`config.mk`:
```
export PLATFORM = sky130hd
export DESIGN_NAME = door_lock_sequencer_core
export DESIGN_NICKNAME = d
export VERILOG_FILES = /design/src/design/dls_pkg.sv /design/src/design/door_lock_sequencer_core.sv /design/src/design/dls_step.sv
export SDC_FILE = /design/constraint.sdc
export NUM_CORES = 1
export LEC_CHECK = 0
export BUFFER_PORTS_ARGS = -buffer_cell sky130_fd_sc_hd__buf_2
export CORE_UTILIZATION = 55
export CTS_CLUSTER_SIZE = 28
export DETAILED_ROUTE_END_ITERATION = 8
export PLACE_DENSITY_LB_ADDON = 0.08
export SLEW_MARGIN = 10
export SYNTH_ARGS = -nofsm -noshare
export SYNTH_HDL_FRONTEND = slang
export SYNTH_SLANG_ARGS = --single-unit
```
`constraint.sdc`:
```
create_clock -name clk -period 9.1 [get_ports clk]
set_input_delay 0.91 -clock clk [delete_from_list [all_inputs] [get_ports clk]]
set_output_delay 0.91 -clock clk [all_outputs]
set_load 0.005 [all_outputs]
```
`src/design/dls_pkg.sv`:
```
// Shared types, codes and reset values for the door lock sequencer.
// No dependencies; imported by dls_step and door_lock_sequencer_core.
package dls_pkg;

    localparam int TIMER_WIDTH_DEF = 16;
    localparam int CFG_W           = 16;
    localparam int CFG_IDX_W       = 2;

    // Door machine, one-hot
    typedef enum logic [3:0] {
        PH_LOCKED   = 4'b0001,
        PH_PREPARED = 4'b0010,
        PH_OPENED   = 4'b0100,
        PH_TIMEDOUT = 4'b1000
    } phase_t;

    // Encoded phase as seen on the result stream
    localparam logic [1:0] PC_LOCKED   = 2'd0;
    localparam logic [1:0] PC_PREPARED = 2'd1;
    localparam logic [1:0] PC_OPENED   = 2'd2;
    localparam logic [1:0] PC_TIMEDOUT = 2'd3;

    localparam logic [1:0] EV_NONE  = 2'd0;
    localparam logic [1:0] EV_OPEN  = 2'd1;
    localparam logic [1:0] EV_CLOSE = 2'd2;

    localparam logic [CFG_IDX_W-1:0] CFG_DEBOUNCE   = 2'd0;
    localparam logic [CFG_IDX_W-1:0] CFG_RELEASE    = 2'd1;
    localparam logic [CFG_IDX_W-1:0] CFG_OPEN_LIMIT = 2'd2;

    localparam logic [CFG_W-1:0] DEBOUNCE_RST   = 16'd50;
    localparam logic [CFG_W-1:0] RELEASE_RST    = 16'd3000;
    localparam logic [CFG_W-1:0] OPEN_LIMIT_RST = 16'd30000;

    typedef struct packed {
        phase_t phase;
        logic   magnet;
        logic   level;
    } ctl_t;

    typedef struct packed {
        logic       alert;
        logic [1:0] door_event;
        logic [1:0] door_phase;
        logic       magnet_drive;
    } res_t;

    function automatic logic [1:0] phase_code(phase_t ph);
        logic [1:0] code;
        code = PC_LOCKED;
        unique case (ph)
            PH_LOCKED:   code = PC_LOCKED;
            PH_PREPARED: code = PC_PREPARED;
            PH_OPENED:   code = PC_OPENED;
            PH_TIMEDOUT: code = PC_TIMEDOUT;
            default:     code = PC_LOCKED;
        endcase
        return code;
    endfunction

endpackage

```
`src/design/door_lock_sequencer_core.sv`:
```
// Top level of the door lock sequencer: stream ports, config registers,
// state registers and result register. Depends on dls_pkg and dls_step.
// The result of an accepted request is registered in the output register.
// Throughput: one request per cycle; the single output register is reloaded
//   in the cycle it is taken, so input stalls only while a result waits.
// Reset (rst_n low, async): phase locked, magnet energized, level closed,
//   timers zero, config at defaults, output empty.
module door_lock_sequencer_core
    import dls_pkg::*;
#(
    parameter int TIMER_WIDTH = TIMER_WIDTH_DEF
) (
    input  logic                 clk,
    input  logic                 rst_n,
    input  logic                 s_tvalid,
    output logic                 s_tready,
    input  logic [7:0]           s_tdata,   // [0] sensor_level, [1] open_request, [7:2] zero
    output logic                 m_tvalid,
    input  logic                 m_tready,
    output logic [7:0]           m_tdata,   // [0] magnet_drive, [2:1] door_phase,
                                            // [4:3] door_event, [5] alert, [7:6] zero
    input  logic                 cfg_valid,
    output logic                 cfg_ready,
    input  logic [CFG_IDX_W-1:0] cfg_index,
    input  logic [CFG_W-1:0]     cfg_data
);

    logic [CFG_W-1:0]       debounce_ticks_reg;
    logic [CFG_W-1:0]       release_ticks_reg;
    logic [CFG_W-1:0]       open_limit_ticks_reg;
    ctl_t                   ctl_reg;
    ctl_t                   ctl_next;
    logic [TIMER_WIDTH-1:0] dbe_reg;
    logic [TIMER_WIDTH-1:0] dbe_next;
    logic [TIMER_WIDTH-1:0] rel_reg;
    logic [TIMER_WIDTH-1:0] rel_next;
    logic [TIMER_WIDTH-1:0] opn_reg;
    logic [TIMER_WIDTH-1:0] opn_next;
    res_t                   res_next;
    res_t                   res_reg;
    logic                   out_valid_reg;
    logic                   s_fire;
    logic                   m_fire;

    assign cfg_ready = 1'b1;
    assign s_tready  = !out_valid_reg || m_tready;
    assign s_fire    = s_tvalid && s_tready;
    assign m_fire    = out_valid_reg && m_tready;

    always_ff @(posedge clk or negedge rst_n)
    begin
        if (!rst_n)
        begin
            debounce_ticks_reg   <= DEBOUNCE_RST;
            release_ticks_reg    <= RELEASE_RST;
            open_limit_ticks_reg <= OPEN_LIMIT_RST;
        end
        else if (cfg_valid)
        begin
            unique case (cfg_index)
                CFG_DEBOUNCE:   debounce_ticks_reg   <= cfg_data;
                CFG_RELEASE:    release_ticks_reg    <= cfg_data;
                CFG_OPEN_LIMIT: open_limit_ticks_reg <= cfg_data;
                default:        ;
            endcase
        end
    end

    dls_step #(
        .TIMER_WIDTH(TIMER_WIDTH)
    ) u_step (
        .ctl              (ctl_reg),
        .dbe              (dbe_reg),
        .rel              (rel_reg),
        .opn              (opn_reg),
        .debounce_ticks   (debounce_ticks_reg),
        .release_ticks    (release_ticks_reg),
        .open_limit_ticks (open_limit_ticks_reg),
        .sensor_level     (s_tdata[0]),
        .open_request     (s_tdata[1]),
        .ctl_next         (ctl_next),
        .dbe_next         (dbe_next),
        .rel_next         (rel_next),
        .opn_next         (opn_next),
        .res              (res_next)
    );

    always_ff @(posedge clk or negedge rst_n)
    begin
        if (!rst_n)
        begin
            ctl_reg.phase  <= PH_LOCKED;
            ctl_reg.magnet <= 1'b1;
            ctl_reg.level  <= 1'b0;
            dbe_reg        <= '0;
            rel_reg        <= '0;
            opn_reg        <= '0;
        end
        else if (s_fire)
        begin
            ctl_reg <= ctl_next;
            dbe_reg <= dbe_next;
            rel_reg <= rel_next;
            opn_reg <= opn_next;
        end
    end

    always_ff @(posedge clk or negedge rst_n)
    begin
        if (!rst_n)
        begin
            out_valid_reg <= 1'b0;
        end
        else if (s_fire)
        begin
            out_valid_reg <= 1'b1;
        end
        else if (m_fire)
        begin
            out_valid_reg <= 1'b0;
        end
    end

    always_ff @(posedge clk)
    begin
        if (s_fire)
        begin
            res_reg <= res_next;
        end
    end

    assign m_tvalid = out_valid_reg;
    assign m_tdata  = {2'b00, res_reg};

    // magnet is released exactly while waiting for the timed release
    a_prepared_released: assert property (@(posedge clk) disable iff (!rst_n)
        (ctl_reg.phase == PH_PREPARED) |-> !ctl_reg.magnet)
        else $error("magnet energized in prepared phase");

    a_close_locks: assert property (@(posedge clk) disable iff (!rst_n)
        (out_valid_reg && res_reg.door_event == EV_CLOSE)
        |-> (res_reg.door_phase == PC_LOCKED && res_reg.magnet_drive))
        else $error("close event without locked result");

    a_alert_phase: assert property (@(posedge clk) disable iff (!rst_n)
        (out_valid_reg && res_reg.alert)
        |-> (res_reg.door_phase == PC_OPENED || res_reg.door_phase == PC_TIMEDOUT))
        else $error("alert outside opened or timed-out phase");

    a_accept_fills: assert property (@(posedge clk) disable iff (!rst_n)
        s_fire |=> out_valid_reg)
        else $error("accepted request produced no result");

    a_state_holds: assert property (@(posedge clk) disable iff (!rst_n)
        !s_fire |=> $stable(ctl_reg))
        else $error("state changed without a request");

endmodule

```
`src/design/dls_step.sv`:
```
// Per-tick next-state and result logic of the door lock sequencer.
// Purely combinational; depends on dls_pkg.
module dls_step
    import dls_pkg::*;
#(
    parameter int TIMER_WIDTH = TIMER_WIDTH_DEF
) (
    input  ctl_t                   ctl,
    input  logic [TIMER_WIDTH-1:0] dbe,
    input  logic [TIMER_WIDTH-1:0] rel,
    input  logic [TIMER_WIDTH-1:0] opn,
    input  logic [CFG_W-1:0]       debounce_ticks,
    input  logic [CFG_W-1:0]       release_ticks,
    input  logic [CFG_W-1:0]       open_limit_ticks,
    input  logic                   sensor_level,
    input  logic                   open_request,
    output ctl_t                   ctl_next,
    output logic [TIMER_WIDTH-1:0] dbe_next,
    output logic [TIMER_WIDTH-1:0] rel_next,
    output logic [TIMER_WIDTH-1:0] opn_next,
    output res_t                   res
);

    localparam int CMP_W = (TIMER_WIDTH > CFG_W) ? TIMER_WIDTH : CFG_W;

    logic [TIMER_WIDTH-1:0] dbe_inc;
    logic [TIMER_WIDTH-1:0] rel_inc;
    logic [TIMER_WIDTH-1:0] opn_inc;
    logic                   deb_change;
    logic                   deb_open;
    logic                   rel_done;
    logic                   opn_over;
    logic [1:0]             ev;
    logic                   alert;

    // saturating advance
    assign dbe_inc = (&dbe) ? dbe : dbe + 1'b1;
    assign rel_inc = (&rel) ? rel : rel + 1'b1;
    assign opn_inc = (&opn) ? opn : opn + 1'b1;

    assign deb_change = (CMP_W'(dbe_inc) > CMP_W'(debounce_ticks))
                        && (sensor_level != ctl.level);
    assign deb_open   = deb_change ? sensor_level : ctl.level;
    assign opn_over   = CMP_W'(opn_inc) > CMP_W'(open_limit_ticks);
    // a request outside the locked phase is ignored
    assign rel_done   = CMP_W'(rel_inc) > CMP_W'(release_ticks);

    always_comb
    begin
        ctl_next = ctl;
        dbe_next = dbe_inc;
        rel_next = rel_inc;
        opn_next = opn_inc;
        ev       = EV_NONE;
        alert    = 1'b0;
        unique case (ctl.phase)
            PH_LOCKED:
            begin
                if (open_request)
                begin
                    ctl_next.magnet = 1'b0;
                    ctl_next.phase  = PH_PREPARED;
                    rel_next        = '0;
                end
                else
                begin
                    if (deb_change)
                    begin
                        dbe_next       = '0;
                        ctl_next.level = sensor_level;
                    end
                    if (deb_open)
                    begin
                        ctl_next.phase = PH_OPENED;
                        ev             = EV_OPEN;
                        alert          = 1'b1;
                    end
                end
            end
            PH_PREPARED:
            begin
                if (rel_done)
                begin
                    ctl_next.magnet = 1'b1;
                    ctl_next.phase  = PH_OPENED;
                    opn_next        = '0;
                    ev              = EV_OPEN;
                end
            end
            PH_OPENED, PH_TIMEDOUT:
            begin
                if (deb_change)
                begin
                    dbe_next       = '0;
                    ctl_next.level = sensor_level;
                end
                if (!deb_open)
                begin
                    ctl_next.magnet = 1'b1;
                    ctl_next.phase  = PH_LOCKED;
                    ev              = EV_CLOSE;
                end
                else if (ctl.phase == PH_OPENED && opn_over)
                begin
                    ctl_next.phase = PH_TIMEDOUT;
                    alert          = 1'b1;
                end
            end
            default:
            begin
                ctl_next.phase = PH_LOCKED;
            end
        endcase
        // when a request releases the lock in the locked phase the prepared rules do not run
        // on the same tick; they apply from a later tick, with the release timer cleared
    end

    assign res.magnet_drive = ctl_next.magnet;
    assign res.door_phase   = phase_code(ctl_next.phase);
    assign res.door_event   = ev;
    assign res.alert        = alert;

endmodule
```
==> impl_results.md, run 1 <==
* # resized after CTS at 0
* Static Leak at approximately 0.0034 µW
* GRT overflow at 0
* Largest net degree at the start of global routing at between 70 and 80
* Vias at between 5000 and 6000
* Cell area after layout at about 7400 µm²
* Fillers at about 1000
* HPWL after detailed placement at about 11000 µm
* Clock root cell: clkbuf_16
* Yosys reg bits at ~110
* Post-CTS Hold Buffers at 0
* Area contributors post-synth: dfrtp_1 31%, ha_1 9.3%, dfstp_2 7.3%
* TritonCTS Buffers at 9
* Worst EP arrival at 4500 ps
* Status: completed
* Ys flop type: dfrtp_1
* Slew Limit Fails at 0
* CTS tree: done
* Power Density at around 210 nW/µm²
* VDD IR max at around 0.16 mV
* Worst slew pin tran at between 900 and 1000 ps
* Nets at 840
* Initial antenna violation count at 0
* Critical path class: reg2reg
* XOR/XNOR Fraction of Synth Area at approximately 4.5%
* FF-to-FF setup slack at 4890 ps
* Final hold violation count at 0
* Most frequent cells in the layout: 87 x nand2_1, 84 x dfrtp_1, 57 x inv_1, 51 x a21oi_1, 51 x ha_1
* Compound-Gate Fraction of Synth Area at between 10% and 20%
* Clock Skew at 13.7 ps
* Wire per inst at around 17 µm
* Post-synth top area share at between 30% and 40%
* Multi-input logic area at ~3700 µm²
* Final Setup Violations at 0
* Routed vias/inst at 5.89
* Most common cell after layout, fill and taps aside: nand2_1
* Area Growth Syn to Fin at 8.46%
* CP required at around 9400 ps
* RSZ-0062 raised after global routing: false
* Initial DRT Pass Iterations at 5
* Post-synthesis async set-or-reset flop share at 94.5%
* Worst Path Max Fanout at 10
* Site row count at 40
* First DRT Iteration DRCs at approximately 390
* Die W at around 110 µm
* Post-synthesis cell type count at 60
* Worst slew margin at a little over a third
* Diode count at 0
* Fin crit share at between 40% and 50%
* Chip height at 114 µm
* Initial Util at between 50% and 60%
* Clock Tree Buf Depth at 2
* Synth area leader: dfrtp_1
* CTS H-Tree Depth at 3
* Register area at ~2800 µm²
* Synth Area in Adders at around a tenth
* Share of cells above drive strength 1 at between 10% and 20%
* Final wirelength at about 15000 µm
* CP startpoint kind: flop
* Sequential share of the synthesized area at 40.6%
* Max-cap violations at 0
* Post-synth EDFFs at 6
* Clock Sinks at around 110
* Hold WC Path Type: in2async
* Gpl congestion at ~0.9
* Detail Route Antenna Nets at 0
* Gr usage total at about 26%
* Simple-gate area share of the yosys netlist at 18.2%
* Setup Fix Bufs, Post-CTS at 0
* CP Capture Type: flop
* Crit path time final at 4210 ps
* Insertion delay to the later sink of the worst-skew pair at 360 ps
* DR DRC count at 0
* Hold Slack at approximately 460 ps
* Core outline area at between 10000 and 15000 µm²
* Multiplexer share of the synthesized area at 5.92%
* Fmax at between 200 and 250 MHz
* Die area at between 10000 and 15000 µm²
* Mapped Cells at between 700 and 800
* Largest family of logic cells by synthesized area: simple AND/OR/NAND/NOR gates
* Area post-placement at a little over 7000 µm²
* Synth Area per Inst at roughly 9 µm²
* Mapped cell area at around 6800 µm²
* Final total power at about 1600 µW
* First-pass GRT wire length at 25500 µm
* Vias in the first global route at 5216
* Worst-path clk slew at roughly 80 ps
* # IOs at 42
* Total number of yosys warnings at 0
* Port bufs at 32
* Setup Total Neg Slack at 0 ps
[cell usage after synthesis, types with 2 or more instances]
cell,n
o31ai_1,4
or2_1,4
conb_1,2
a21o_1,14
o21bai_1,2
o211ai_1,2
inv_1,57
nand2_1,87
nor4_1,3
o21ai_1,15
nor2_1,43
a22o_1,19
and3_1,8
edfxtp_1,6
buf_2,10
nor3_1,9
or2_2,2
a32o_1,2
nand4_1,15
o21ai_0,37
xor2_1,11
nor4_2,3
a31oi_1,4
o21a_1,8
nand3b_1,7
a31o_1,2
or3_1,5
dfrtp_1,84
nor4b_1,3
buf_4,3
nor2b_1,4
a21oi_1,51
o22ai_1,2
buf_1,2
nand2b_1,3
mux2_2,36
ha_1,51
dfstp_2,19
and2_1,7
and4_1,4
nand3_1,34
xnor2_1,24
clkbuf_1,16
[final timing paths]
path,from,cells past startpoint,to
setup / recovery,dbe_reg[0],15,dbe_reg[8]
hold / removal,rst_n,1,m_tvalid
setup reg to reg,dbe_reg[0],15,dbe_reg[8]
hold reg to reg,release_ticks_reg[13],1,release_ticks_reg[13]
max in group asynchronous,rst_n,2,dbe_reg[1]
min in group clk,release_ticks_reg[13],1,release_ticks_reg[13]
[per-layer routing]
metal  global-route usage (%)  vias up  part of all wire (%)  wire (µm)
met3                     5.69       18                   4.6        710
met2                     40.3      150                    46       7160
met1                     35.9     2691                    48       7370
met5                        0        -                     0          0
met4                     6.58        0                   1.3        198
li1                         -     2626                     -          -
[logic make-up after synthesis]
logic type	Yosys count
AO/OA/AOI/OAI	173
XOR/XNOR	35
adder cells (fa/ha/maj)	51
buffers and inverters	89
flip-flops	109
multiplexers	36
other	2
AND/OR/NAND/NOR	246
[worst max-delay path: stages, from the launching register on]
cell     delay, ps
dfrtp_1        460
ha_1           220
nand3_1        150
nor4_2         550
a21oi_1        180
nor2b_1        190
and3_1         200
xor2_1         200
ha_1           300
a21oi_1        150
nor3_1          80
or3_1          330
or3_1          420
and2_1         240
nor2_4         270
a22o_1         210
[metrics by stage]
step	instances	worst slack [ps]	util, %
2_1_floorplan	742	5480	-
3_3_place_gp	915	5030	59.0
3_5_place_dp	915	4960	59.0
4_1_cts	931	4950	61.6
5_1_grt	931	4650	61.6
6_report	931	4890	61.6
[area by class of cell]
type / count / share of cell area (%)
Inverter: 57 / 2.88
Clock inverter: 4 / 0.725
Multi-Input combinational cell: 544 / 49.9
Clock buffer: 12 / 3.47
Timing Repair Buffer: 37 / 2.70
Tap cell: 168 / 2.83
Sequential cell: 109 / 37.5
[report_power, final]
group          internal (µW)  switching [µW]
combinational            205             259
sequential               593            90.8
clock                    232             183
(Power assumes the default switching activity.)
==> inputs of run 2 (changes only) <==
clock period = 4.4 ns   (was 9.1 ns; I/O delays follow)
==> impl_results.md, run 2 (same netlist as run 1, synthesis figures left out) <==
* Static Leak at approximately 0.0034 µW
* Largest net degree at the start of global routing at 74
* Final total power at roughly 3200 µW
* Share of cells above drive strength 1 at around 16%
* Chip height at ~110 µm
* Port bufs at 32
* Critical path class: reg2reg
* DP Cell Count at between 900 and 1000
* Post-CTS Hold Buffers at 0
* Worst-path clk slew at 70 ps
* Clock Skew at about 9.0 ps
* Area Growth Syn to Fin at 8.68%
* Met3 GRT Util at under 10%
* Die W at roughly 110 µm
* Cell area after layout at between 7000 and 8000 µm²
* Crit path time final at approximately 4100 ps
* Die area at approximately 13000 µm²
* VDD IR max at between 0.2 and 0.3 mV
* Detail Route Antenna Nets at 0
* Status: completed
* First-pass GRT wire length at 26300 µm
* Hold WC Path Type: in2async
* Met1 usage in global routing at around 36%
* Worst slew margin at a little under a third
* Insertion delay to the later sink of the worst-skew pair at 350 ps
* Initial DRT Pass Iterations at 5
* HPWL after detailed placement at ~12000 µm
* Setup WS post-layout at ~280 ps
* Initial Util at 56.8%
* Dpl ws at 377 ps
* Non-Filler Instances at 934
* Slew Limit Fails at 0
* RSZ-0062 raised after global routing: false
* Diode count at 0
* Vias in the first global route at about 5400
* Vias at 5531
* Wire per inst at roughly 17 µm
* Most common cell after layout, fill and taps aside: nand2_1
* Initial antenna violation count at 0
* Nets at between 800 and 900
* CTS tree: done
* Worst EP arrival at 4400 ps
* Final wirelength at about 16000 µm
* CP required at ~4700 ps
* CTS H-Tree Depth at 3
* Routed vias/inst at 5.92
* GRT overflow at 0
* Clock Tree Buf Depth at 2
* TritonCTS Buffers at 9
* Gpl congestion at ~0.85
* Power Density at 433 nW/µm²
* # IOs at between 40 and 50
* Final Setup Violations at 0
* Max-cap violations at 0
* Site row count at 40
* Fin crit share at roughly 94%
* Gr usage total at a little over a quarter
* Clock root cell: clkbuf_16
* Setup Fix Bufs, Post-CTS at 0
* CP startpoint kind: flop
* Met2 Track Usage GR at a little over two fifths
* Fmax at between 200 and 250 MHz
* Worst slew pin tran at between 1000 and 1500 ps
* CP Capture Type: flop
* Area post-placement at ~7100 µm²
* Setup Total Neg Slack at 0 ps
* Clock Sinks at ~110
* Final hold violation count at 0
* GR peak layer: met2
* DR DRC count at 0
* First DRT Iteration DRCs at approximately 410
* # resized after CTS at 0
* Core outline area at 12100 µm²
* Most frequent cells in the layout: 87 x nand2_1, 84 x dfrtp_1, 57 x inv_1, 51 x a21oi_1, 51 x ha_1
* Worst Path Max Fanout at 17
[run 2: changes by cell type in the layout (fill, tap and decap cells not counted)]
cell        previous run  this run
clkbuf_8               0         2
buf_4                  6         9
clkbuf_16             10         9
clkinv_2               0         1
clkinvlp_4             2         0
[run 2: per-stage QoR]
stage / hold WS (ps) / utilization (%)
2_1_floorplan: 144 / -
3_3_place_gp: 491 / 59.2
3_5_place_dp: 495 / 59.2
4_1_cts: 263 / 61.7
5_1_grt: 298 / 61.7
6_report: 214 / 61.7
[run 2: where the power goes]
| group | switching [µW] | internal (µW) | total [µW] |
|---|---|---|---|
| Sequential | 190 | 1230 | 1420 |
| Clock | 357 | 474 | 831 |
| Combinational | 543 | 426 | 969 |
[run 2: path summary, 6_finish.rpt]
path                                         start                       to  slack, ps  depth (start not counted)
max                                     rel_reg[0]               opn_reg[0]        280                         16
min                                          rst_n                 m_tvalid        210                          1
max reg2reg                             rel_reg[0]               opn_reg[0]        280                         16
min reg2reg                open_limit_ticks_reg[7]  open_limit_ticks_reg[7]        500                          1
max in group asynchronous                    rst_n              rel_reg[15]       3170                          2
min in group clk                          s_tvalid                 m_tvalid        300                          2
[run 2: final cells by class]
class                   count  area [µm²]
fillers                  1026        4620
repair buffers             40         223
clock inverters             3        43.8
flip-flops and latches    109        2780
well taps                 168         210
clock buffers              13         260
multi-input cells         544        3710
inverters                  57         214
[run 2: worst max-delay path: stages, from the launching register on]
cell and delay, ps:
dfrtp_1 430, ha_1 210, nand2_1 130, nor4_2 440, and4_1 400, nor2_1 190, nand3_1 160, xnor2_1 130
ha_1 270, a21o_1 190, a21o_1 170, a21oi_1 130, o21ai_0 110, o211ai_1 410, buf_4 320, a21o_1 170
a22o_1 160
[run 2: layer usage]
metal,vias to the layer above,wire length (µm)
li1,2648,-
met1,2712,7360
met2,153,7200
met3,18,868
met4,0,238
met5,-,0
